[src/sv/psfn_pkg.sv]
`default_nettype none
package psfn_pkg;

	localparam int CAND_W = 14;
	localparam int DIV_W = 7;
	localparam int CNT_W = 11;
	localparam int SUM_W = 24;
	localparam int IN_TDATA_W = 16;
	localparam int OUT_TDATA_W = 24;

	localparam int DIV_STEPS = CAND_W;
	localparam int STEP_W = $clog2(DIV_STEPS);

	localparam logic [CNT_W-1:0] MAX_COUNT = CNT_W'(1024);
	localparam logic [CAND_W-1:0] FIRST_PRIME = CAND_W'(2);
	localparam logic [DIV_W-1:0] FIRST_DIVISOR = DIV_W'(2);
	localparam logic [SUM_W-1:0] SUM_MAX = {SUM_W{1'b1}};

	typedef enum logic [2:0] {
		ST_IDLE,
		ST_CHECK,
		ST_TEST,
		ST_DIV,
		ST_EVAL,
		ST_DONE
	} state_t;

	typedef struct packed {
		logic load;
		logic start_div;
		logic add_prime;
		logic next_cand;
		logic next_div;
		logic emit;
	} cmd_t;

	typedef struct packed {
		logic count_reached;
		logic square_above;
		logic div_done;
		logic rem_zero;
		logic out_free;
	} status_t;

endpackage
`default_nettype wire

[src/sv/psfn_divider.sv]
`default_nettype none
module psfn_divider (
	input  wire logic                          clk,
	input  wire logic                          arst_n,
	input  wire logic                          start,
	input  wire logic [psfn_pkg::CAND_W-1:0]   dividend,
	input  wire logic [psfn_pkg::DIV_W-1:0]    divisor,
	output logic                               busy,
	output logic                               done,
	output logic                               rem_zero
);

	logic                          busy_q;
	logic                          done_q;
	logic [psfn_pkg::STEP_W-1:0]   step_q;
	logic [psfn_pkg::CAND_W-1:0]   dvd_q;
	logic [psfn_pkg::DIV_W-1:0]    rem_q;
	logic [psfn_pkg::DIV_W:0]      trial;
	logic [psfn_pkg::DIV_W:0]      diff;
	logic [psfn_pkg::DIV_W-1:0]    rem_next;

	// one restoring step per cycle, msb first
	always_comb begin
		trial = {rem_q, dvd_q[psfn_pkg::CAND_W-1]};
		diff = trial - {1'b0, divisor};
		if (trial >= {1'b0, divisor}) begin
			rem_next = diff[psfn_pkg::DIV_W-1:0];
		end else begin
			rem_next = trial[psfn_pkg::DIV_W-1:0];
		end
	end

	always_ff @(posedge clk or negedge arst_n) begin
		if (!arst_n) begin
			busy_q <= 1'b0;
			done_q <= 1'b0;
			step_q <= '0;
		end else begin
			done_q <= 1'b0;
			if (start) begin
				busy_q <= 1'b1;
				step_q <= psfn_pkg::STEP_W'(psfn_pkg::DIV_STEPS - 1);
			end else if (busy_q) begin
				if (step_q == '0) begin
					busy_q <= 1'b0;
					done_q <= 1'b1;
				end else begin
					step_q <= step_q - 1'b1;
				end
			end
		end
	end

	always_ff @(posedge clk) begin
		if (start) begin
			dvd_q <= dividend;
			rem_q <= '0;
		end else if (busy_q) begin
			dvd_q <= {dvd_q[psfn_pkg::CAND_W-2:0], 1'b0};
			rem_q <= rem_next;
		end
	end

	assign busy = busy_q;
	assign done = done_q;
	assign rem_zero = (rem_q == '0);

endmodule
`default_nettype wire

[src/sv/psfn_datapath.sv]
`default_nettype none
module psfn_datapath (
	input  wire logic                               clk,
	input  wire logic                               arst_n,
	input  wire psfn_pkg::cmd_t                     cmd,
	output psfn_pkg::status_t                       status,
	input  wire logic [psfn_pkg::IN_TDATA_W-1:0]    in_data,
	output logic                                    out_valid,
	input  wire logic                               out_ready,
	output logic [psfn_pkg::OUT_TDATA_W-1:0]        out_data
);

	logic [psfn_pkg::CAND_W-1:0]   cand_q;
	logic [psfn_pkg::DIV_W-1:0]    div_q;
	logic [psfn_pkg::CNT_W-1:0]    found_q;
	logic [psfn_pkg::CNT_W-1:0]    target_q;
	logic [psfn_pkg::SUM_W-1:0]    sum_q;
	logic                          out_valid_q;
	logic [psfn_pkg::SUM_W-1:0]    out_data_q;

	logic [psfn_pkg::CNT_W-1:0]    asked;
	logic [2*psfn_pkg::DIV_W-1:0]  square;
	logic [psfn_pkg::SUM_W:0]      sum_wide;
	logic                          div_busy;
	logic                          div_done;
	logic                          rem_zero;

	always_comb begin
		asked = in_data[psfn_pkg::CNT_W-1:0];
		if (asked > psfn_pkg::MAX_COUNT) begin
			asked = psfn_pkg::MAX_COUNT;
		end
	end

	assign square = div_q * div_q;
	assign sum_wide = {1'b0, sum_q} + {{(psfn_pkg::SUM_W + 1 - psfn_pkg::CAND_W){1'b0}}, cand_q};

	psfn_divider u_divider (
		.clk      (clk),
		.arst_n   (arst_n),
		.start    (cmd.start_div),
		.dividend (cand_q),
		.divisor  (div_q),
		.busy     (div_busy),
		.done     (div_done),
		.rem_zero (rem_zero)
	);

	always_ff @(posedge clk or negedge arst_n) begin
		if (!arst_n) begin
			cand_q <= psfn_pkg::FIRST_PRIME;
			div_q <= psfn_pkg::FIRST_DIVISOR;
			found_q <= '0;
			target_q <= '0;
			sum_q <= '0;
		end else begin
			if (cmd.load) begin
				cand_q <= psfn_pkg::FIRST_PRIME;
				div_q <= psfn_pkg::FIRST_DIVISOR;
				found_q <= '0;
				target_q <= asked;
				sum_q <= '0;
			end
			if (cmd.add_prime) begin
				found_q <= found_q + 1'b1;
				if (sum_wide[psfn_pkg::SUM_W]) begin
					sum_q <= psfn_pkg::SUM_MAX;
				end else begin
					sum_q <= sum_wide[psfn_pkg::SUM_W-1:0];
				end
			end
			if (cmd.next_cand) begin
				cand_q <= cand_q + 1'b1;
				div_q <= psfn_pkg::FIRST_DIVISOR;
			end
			if (cmd.next_div) begin
				div_q <= div_q + 1'b1;
			end
		end
	end

	// output register, frees the search side while the receiver stalls
	always_ff @(posedge clk or negedge arst_n) begin
		if (!arst_n) begin
			out_valid_q <= 1'b0;
		end else if (cmd.emit) begin
			out_valid_q <= 1'b1;
		end else if (out_ready) begin
			out_valid_q <= 1'b0;
		end
	end

	always_ff @(posedge clk) begin
		if (cmd.emit) begin
			out_data_q <= sum_q;
		end
	end

	always_comb begin
		status.count_reached = (found_q == target_q);
		status.square_above = (square > cand_q);
		status.div_done = div_done;
		status.rem_zero = rem_zero;
		status.out_free = !out_valid_q || out_ready;
	end

	assign out_valid = out_valid_q;
	assign out_data = out_data_q;

	a_found_bounded: assert property (@(posedge clk) disable iff (!arst_n)
		found_q <= target_q)
		else $error("found count passed target");

	a_start_idle: assert property (@(posedge clk) disable iff (!arst_n)
		cmd.start_div |-> !div_busy)
		else $error("divider restarted while busy");

	a_emit_valid: assert property (@(posedge clk) disable iff (!arst_n)
		cmd.emit |=> out_valid_q && out_data_q == $past(sum_q))
		else $error("emitted sum not held in output register");

	a_cand_floor: assert property (@(posedge clk) disable iff (!arst_n)
		cand_q >= psfn_pkg::FIRST_PRIME && div_q >= psfn_pkg::FIRST_DIVISOR)
		else $error("candidate or divisor below start value");

endmodule
`default_nettype wire

[src/sv/psfn_ctrl.sv]
`default_nettype none
module psfn_ctrl (
	input  wire logic                 clk,
	input  wire logic                 arst_n,
	input  wire logic                 in_valid,
	output logic                      in_ready,
	input  wire psfn_pkg::status_t    status,
	output psfn_pkg::cmd_t            cmd
);

	psfn_pkg::state_t state_q;
	psfn_pkg::state_t state_d;

	always_ff @(posedge clk or negedge arst_n) begin
		if (!arst_n) begin
			state_q <= psfn_pkg::ST_IDLE;
		end else begin
			state_q <= state_d;
		end
	end

	always_comb begin
		state_d = state_q;
		unique case (state_q)
			psfn_pkg::ST_IDLE: begin
				if (in_valid) state_d = psfn_pkg::ST_CHECK;
			end
			psfn_pkg::ST_CHECK: begin
				if (status.count_reached) state_d = psfn_pkg::ST_DONE;
				else state_d = psfn_pkg::ST_TEST;
			end
			psfn_pkg::ST_TEST: begin
				if (status.square_above) state_d = psfn_pkg::ST_CHECK;
				else state_d = psfn_pkg::ST_DIV;
			end
			psfn_pkg::ST_DIV: begin
				if (status.div_done) state_d = psfn_pkg::ST_EVAL;
			end
			psfn_pkg::ST_EVAL: begin
				if (status.rem_zero) state_d = psfn_pkg::ST_CHECK;
				else state_d = psfn_pkg::ST_TEST;
			end
			psfn_pkg::ST_DONE: begin
				if (status.out_free) state_d = psfn_pkg::ST_IDLE;
			end
			default: state_d = psfn_pkg::ST_IDLE;
		endcase
	end

	always_comb begin
		cmd = '0;
		in_ready = 1'b0;
		unique case (state_q)
			psfn_pkg::ST_IDLE: begin
				in_ready = 1'b1;
				cmd.load = in_valid;
			end
			psfn_pkg::ST_CHECK: begin
			end
			psfn_pkg::ST_TEST: begin
				if (status.square_above) begin
					cmd.add_prime = 1'b1;
					cmd.next_cand = 1'b1;
				end else begin
					cmd.start_div = 1'b1;
				end
			end
			psfn_pkg::ST_DIV: begin
			end
			psfn_pkg::ST_EVAL: begin
				if (status.rem_zero) cmd.next_cand = 1'b1;
				else cmd.next_div = 1'b1;
			end
			psfn_pkg::ST_DONE: begin
				cmd.emit = status.out_free;
			end
			default: begin
			end
		endcase
	end

endmodule
`default_nettype wire

[src/sv/prime_sum_first_n_core.sv]
// prime_sum_first_n_core: sum of the first n primes by trial division
//
// slave side (s_*): one beat carries a count n in s_tdata[10:0]; counts above
// 1024 are clamped to 1024. the block takes one count at a time: s_tready is
// high only while no search is running.
// master side (m_*): one beat per count, m_tdata[23:0] holds the sum of the
// first n primes (0 for n = 0).
// n = 0 goes from the count check straight to done, which loads the output
// register and returns to idle, so s_tready rises with m_tvalid. otherwise
// each candidate passes a count check, then per trial divisor a bound test
// that issues the division, the bit-serial remainder unit (one step per
// dividend bit) up to its done flag, and an eval; a prime ends at its last
// bound test. the trial divider thus sets the run time.
// the result sits in an output register: a stalled receiver holds the
// finished sum there while the next count is already accepted and searched;
// that search waits at its end only if the earlier sum is still unclaimed.
// reset (arst_n low, asynchronous) drops m_tvalid, returns the controller
// to idle and sets the search registers to their start values.
`default_nettype none
module prime_sum_first_n_core (
	input  wire logic                                  clk,
	input  wire logic                                  arst_n,
	input  wire logic                                  s_tvalid,
	output logic                                       s_tready,
	input  wire logic [psfn_pkg::IN_TDATA_W-1:0]       s_tdata,  // [10:0] prime_count, [15:11] zero
	output logic                                       m_tvalid,
	input  wire logic                                  m_tready,
	output logic [psfn_pkg::OUT_TDATA_W-1:0]           m_tdata   // [23:0] prime_total
);

	// commands from the controller, status back from the datapath
	psfn_pkg::cmd_t    cmd;
	psfn_pkg::status_t status;

	// sequencer: accept count, check count, test divisor bound, run remainder, evaluate, emit
	psfn_ctrl u_ctrl (
		.clk      (clk),
		.arst_n   (arst_n),
		.in_valid (s_tvalid),
		.in_ready (s_tready),
		.status   (status),
		.cmd      (cmd)
	);

	// candidate, divisor, counters, sum, remainder unit and output register
	psfn_datapath u_datapath (
		.clk       (clk),
		.arst_n    (arst_n),
		.cmd       (cmd),
		.status    (status),
		.in_data   (s_tdata),
		.out_valid (m_tvalid),
		.out_ready (m_tready),
		.out_data  (m_tdata)
	);

endmodule
`default_nettype wire
[config.mk]
export PLATFORM = sky130hd
export DESIGN_NAME = prime_sum_first_n_core
export DESIGN_NICKNAME = d
export VERILOG_FILES = /design/src/sv/psfn_pkg.sv /design/src/sv/psfn_divider.sv /design/src/sv/psfn_datapath.sv /design/src/sv/psfn_ctrl.sv /design/src/sv/prime_sum_first_n_core.sv
export SDC_FILE = /design/constraint.sdc
export NUM_CORES = 1
export LEC_CHECK = 0
export BUFFER_PORTS_ARGS = -buffer_cell sky130_fd_sc_hd__buf_4
export CAP_MARGIN = 15
export CORE_MARGIN = 5
export CORE_UTILIZATION = 46
export CTS_CLUSTER_SIZE = 25
export DETAILED_ROUTE_END_ITERATION = 8
export HOLD_SLACK_MARGIN = 0.02
export PLACE_DENSITY = 0.6
export SLEW_MARGIN = 20
export SYNTH_ARGS = -nofsm -noshare
export SYNTH_HDL_FRONTEND = slang
export SYNTH_SLANG_ARGS = --single-unit
[constraint.sdc]
create_clock -name clk -period 7.74 [get_ports clk]
set_clock_uncertainty 0.15 [all_clocks]
set_input_delay 0.387 -clock clk [delete_from_list [all_inputs] [get_ports clk]]
set_output_delay 0.387 -clock clk [all_outputs]
set_load 0.01 [all_outputs]
# == Word level (Yosys, flattened, before mapping) ==
# Cells that the tools add are included.
# totals
inputBits,20
regBits,122
# op_classes
n_mux,42
magnitude_cmp,3
eq_ne,10
n_mul,1
n_addsub,6
reduce_logical,12
# ops
operator,n
two-way mux 24 bit,3
two-way mux 14 bit,4
two-way mux 11 bit,3
two-way mux 7 bit,4
adder 24 x 14 -> 25 bit,1
one-hot mux 3 bit (6 select lines),1
two-way mux 1 bit,15
adder 14 x 1 -> 14 bit (second input constant),1
> comparator 14 bit,1
multiplier 7 x 7 -> 14 bit,1
two-way mux 3 bit,4
two-way mux 4 bit,3
adder 11 x 1 -> 11 bit (second input constant),1
== test 11 bit,1
> comparator 11 bit (second input constant),1
>= comparator 8 x 7 -> 1 bit,1
two-way mux 2 bit,4
nonzero test 2 bit,4
adder 7 x 1 -> 7 bit (second input constant),1
logical NOT 7 bit,1
subtractor 7 bit,1
== test 3 x 2 -> 1 bit (second input constant),2
== test 3 bit (second input constant),2
logical NOT 4 bit,1
11 further kinds,13

# == Longest topological paths before layout ==
# depth
depth_word,6
mapped_depth,29
mapped_depth_nobuf,26

# == Hierarchy ==
# A second synthesis with hierarchy kept.
# hier_totals
hier_cells,816
area_unflattened_um2,8001.4
# by_module_without_submodules
module,area_each_um2,cells_per_inst,instances,seq_area_each_um2
psfn_datapath,6079.6,625,1,2424.8
psfn_divider,1650.3,161,1,710.7
psfn_ctrl,271.5,30,1,75.1

# == Worst setup path before layout ==
# Ideal clock, no wire load.
# synth_path
kind,register -> register
start,register u_datapath.div_q[1] (netlist bit)
end,"register u_datapath.u_divider.dvd_q[0] (netlist bit), enable pin"
n_path_buf,2
setup_slack_ps,1019
synth_period_minus_slack_ps,6721
setup_time_ps,371
arrival_time_ps,6200
stages_incl_launch_ff,28
cell_sequence,dfstp_2 > clkbuf_1 > nand2_1 > xor2_1 > ha_1 > inv_1 > fa_1 > inv_1 > fa_1 > inv_1 > fa_1 > inv_1 > ha_1 > nor3_1 > nor2_1 > a31oi_1 > nor2b_1 > o21ai_0 > nor2b_1 > xnor2_1 > ha_1 > nand4_1 > nor2_1 > a221o_1 > o21ai_2 > nand2_2 > buf_2 > nand2b_1
# synth_between
elab_chain_len,5
# synth_rtl
item,line_no,text
"start, declared",psfn_datapath.sv:14,logic [psfn_pkg::DIV_W-1:0] div_q;
"start signal, assigned",psfn_datapath.sv:52,div_q <= psfn_pkg::FIRST_DIVISOR;
"start signal, assigned",psfn_datapath.sv:59,div_q <= psfn_pkg::FIRST_DIVISOR;
"start signal, assigned",psfn_datapath.sv:74,div_q <= psfn_pkg::FIRST_DIVISOR;
multiplier 7 x 7 -> 14 bit,psfn_datapath.sv:35,assign square = div_q * div_q;
> comparator 14 bit,psfn_datapath.sv:101,status.square_above = (square > cand_q);
two-way mux 1 bit,psfn_ctrl.sv:61,if (status.square_above) begin
two-way mux 2 bit,psfn_ctrl.sv:53,unique case (state_q)
nonzero test 2 bit (no line),-,
"end signal, assigned",psfn_divider.sv:56,dvd_q <= dividend;
"end signal, assigned",psfn_divider.sv:59,"dvd_q <= {dvd_q[psfn_pkg::CAND_W-2:0], 1'b0};"
"end, declared",psfn_divider.sv:16,logic [psfn_pkg::CAND_W-1:0] dvd_q;
# No other way between the ends.
# A chain may end at the register's enable or synchronous reset.

# == Worst setup path after layout ==
# layout_path
start,register u_datapath.div_q[1] (netlist bit)
end,"register u_datapath.u_divider.dvd_q[6] (netlist bit), enable pin"
# Same word-level chain as after synthesis.

==> impl_metrics.ini <==
[run_status]
status = finished clean

[place]
portBuffers = 40
dp_hpwl_um = 12800
place_area_um2 = 8410
place_congestion = 0.863

[timing]
finalHoldViolCount = 0
rsz0062_at_grt = false
worst_pin_slew_ps = 862
relSlewSlack_pct = 42.1
finalSetupViolCount = 0
period_minus_slack_ps = 7090
maxSlewViolCount = 0
fmax_ghz = 0.141
fin_crit_sh_pct = 91.6
tns_ps = 0

[clocking]
numCtsBuffers = 17
clock_path_buffers = 2
cts_tree = built
cts_setup_buffers = 0
htreeDepth = 4
clk_latency_ps = 420
cts_root_buf = clkbuf_16
clkSinkCount = 122
clkTransAtPathRegs_ps = 60

[layout]
fillerInstances = 1491
drive_above_1_share_pct = 11.8
antenna-diode-count = 0
syn_to_final_growth_pct = 15.6
final_nets = 965
stdcell_area_um2 = 9070

[pwr]
powerDensity_nw_per_um2 = 411
internal-power_mw = 2.22
power_frac_seq_pct = 29.7
p_switching_mw = 1.50
vdd_ir_drop_max_mv = 0.215
p_sw_share_pct = 40.4
clkPwrFrac_pct = 23.7
p_leak_nw = 4.10
comb_power_share_pct = 46.6

[logic_synthesis]
avgSynthCellArea_um2 = 9.56
synth_top_cell_area_share_pct = 23.9
synthTopCellsByArea = dfrtp_1, edfxtp_1, ha_1
syn-num-nets = 919
synth-seq-area-share_pct = 40.9
yosysMostFrequentCell = nand2_1
synth_warnings = 0
synthFlopType = dfrtp_1
synth_largest_area_cell = dfrtp_1
syn_area_um2 = 7850
ys_seq_elements = 122
synth_edf_count = 38
synthCells = 821
synth_commonest_cells = nand2_1, dfrtp_1, nor2_1
synthArstFlopShare_pct = 63.1
yosysUniqueCellTypes = 67

[detailed_routing]
final_antenna_net_count = 0
routed_wl_um = 17500
drt_iter0_drc = 314
viasPerCell = 5.62
vias = 6177
drc = 0
post_drt_wl_per_cell_um = 15.9
firstDrtPassIters = 7

[setup_path]
crit_arrival_ps = 7040
start_kind = register
crit_type = register to register
crit_required_ps = 7690
rr_startpoint = u_datapath.div_q[1]
reg2reg_to = u_datapath.u_divider.dvd_q[6]
path_max_fanout = 19
r2r_slack_ps = 650
cp-end-kind = register
worst_r2r_path_depth = 24

[global_route]
antenna_found_initial = 0
grt_use_total_pct = 18.3
grt_overflow = 0
grt_pass1_wl_um = 29800
grt_pass1_vias = 6143
grt_max_degree = 78

[job]
max_cap_violations = 0

[die]
core_um2 = 16600
dieArea_um2 = 19800
fp-row-count = 47
initial_utilization_pct = 47.2
ios = 46
die_y_um = 141
die_w_um = 141

[hold_path]
min_from = s_tvalid
min_path_type = input pin to register
whs_endpoint = u_ctrl.state_q[0]
hold_depth = 3
[repair_timing]
action,CTS,global route
hold buffers,0,1
endpoints found under the hold margin,0,75
gates resized for setup,0,0
[power groups by stage]
| stage | sequential (mW) | clock [mW] | combinational (mW) |
|---|---|---|---|
| 2_1_floorplan | 1.03 | 0 | 1.37 |
| 3_5_place_dp | 1.11 | 0 | 1.74 |
| 3_3_place_gp | 1.11 | 0 | 1.67 |
| 4_1_cts | 1.10 | 0.897 | 1.74 |
| 5_1_grt | 1.13 | 0.930 | 1.96 |
| 6_report | 1.11 | 0.883 | 1.74 |
[critical path, cell delays in order, from the launching register on]
cell and delay, ps:
dfstp_2 660, nand2_1 140, xor2_1 160, ha_1 270, inv_1 50, fa_1 540, inv_1 60, fa_1 520
inv_1 50, fa_1 530, inv_1 40, ha_1 320, a21boi_0 240, o21ai_0 140, a21oi_1 260, mux2i_1 230
o2111ai_1 140, ha_1 330, nand4_1 210, nor2_1 110, a221o_1 360, o21ai_2 410, nand2_2 390, nand2b_1 190
buf_4 240
[metal layers]
layer  track usage [%]  vias to the layer above  routed length (um)
met5                 0                        -                   0
met4              5.66                        0                 314
met3              4.20                       27                 621
met2              29.4                      104                8210
met1              24.7                     3012                8390
li1                  -                     3034                   -
[final cells by class]
| cell class | count | area [um2] | area share [%] |
|---|---|---|---|
| clock buffer | 18 | 429 | 4.73 |
| tap | 220 | 275 | 3.03 |
| inverter | 62 | 233 | 2.56 |
| timing repair buffer | 50 | 382 | 4.21 |
| clock inverter | 14 | 225 | 2.48 |
| sequential | 122 | 3210 | 35.4 |
| multi-input combinational | 614 | 4320 | 47.6 |
[worst max-delay path by stage]
stage | from | to | slack [ps]
floorplan | u_datapath.div_q[1] | u_datapath.u_divider.dvd_q[0] | 1020
global placement | u_datapath.div_q[1] | u_datapath.u_divider.dvd_q[6] | 770
detailed placement | u_datapath.div_q[1] | u_datapath.u_divider.dvd_q[9] | 650
CTS | u_datapath.div_q[1] | u_datapath.u_divider.dvd_q[6] | 610
global route | u_datapath.div_q[1] | u_datapath.u_divider.dvd_q[6] | 180
finish | u_datapath.div_q[1] | u_datapath.u_divider.dvd_q[6] | 650
[placed cells by master, fill, tap and decap left out, drive strengths merged, types with 4 or more instances in the layout]
cell type	n
xor2	19
ha	63
nor3b	12
nor4	11
buf	49
fa	15
a211oi	4
nand2	78
a22o	4
dfrtp	75
mux2i	8
clkinv	7
bufinv	6
a21boi	4
edfxtp	38
o211ai	6
o21ai	49
nand3b	8
nand3	32
a21oi	45
mux2	13
dfxtp	7
nor2	68
and3	20
nor3	23
nand4	7
xnor2	23
nand2b	7
clkbuf	18
and2	5
a21o	13
a31oi	27
inv	62
o21a	7
nor2b	10
[registers in the layout, summed over array words and instances, names as in the netlist, 7 cells and up]
signal and flops:
u_datapath.target_q 11, u_datapath.found_q 11, u_datapath.div_q 7, u_datapath.sum_q 24, u_datapath.u_divider.rem_q 7, u_datapath.cand_q 14, u_datapath.out_data 24, u_datapath.u_divider.dvd_q 14
[stage by stage]
stage                     worst slack, ps  total power, mW  hold slack, ps  cells  utilization, %
after floorplan                      1020             2.41           -58.6    821               -
after global placement                774             2.78             311   1067            50.5
after detailed placement              650             2.84             318   1067            50.5
after CTS                             605             3.74            24.3   1099            54.4
after global routing                  181             4.02            49.5   1100            54.5
final                                 654             3.73            57.3   1100            54.5
[kinds of logic after synthesis]
kind of cell / count (synthesis) / synth area share [%]
AND/OR/NAND/NOR: 289 / 18.3
XOR/XNOR: 42 / 4.68
flip-flops: 122 / 40.9
buffers and inverters: 85 / 4.17
AO/OA/AOI/OAI: 184 / 15.2
multiplexers: 21 / 2.88
adder cells (fa/ha/maj): 78 / 13.9
Note: power is estimated with default switching activity, not from simulation.
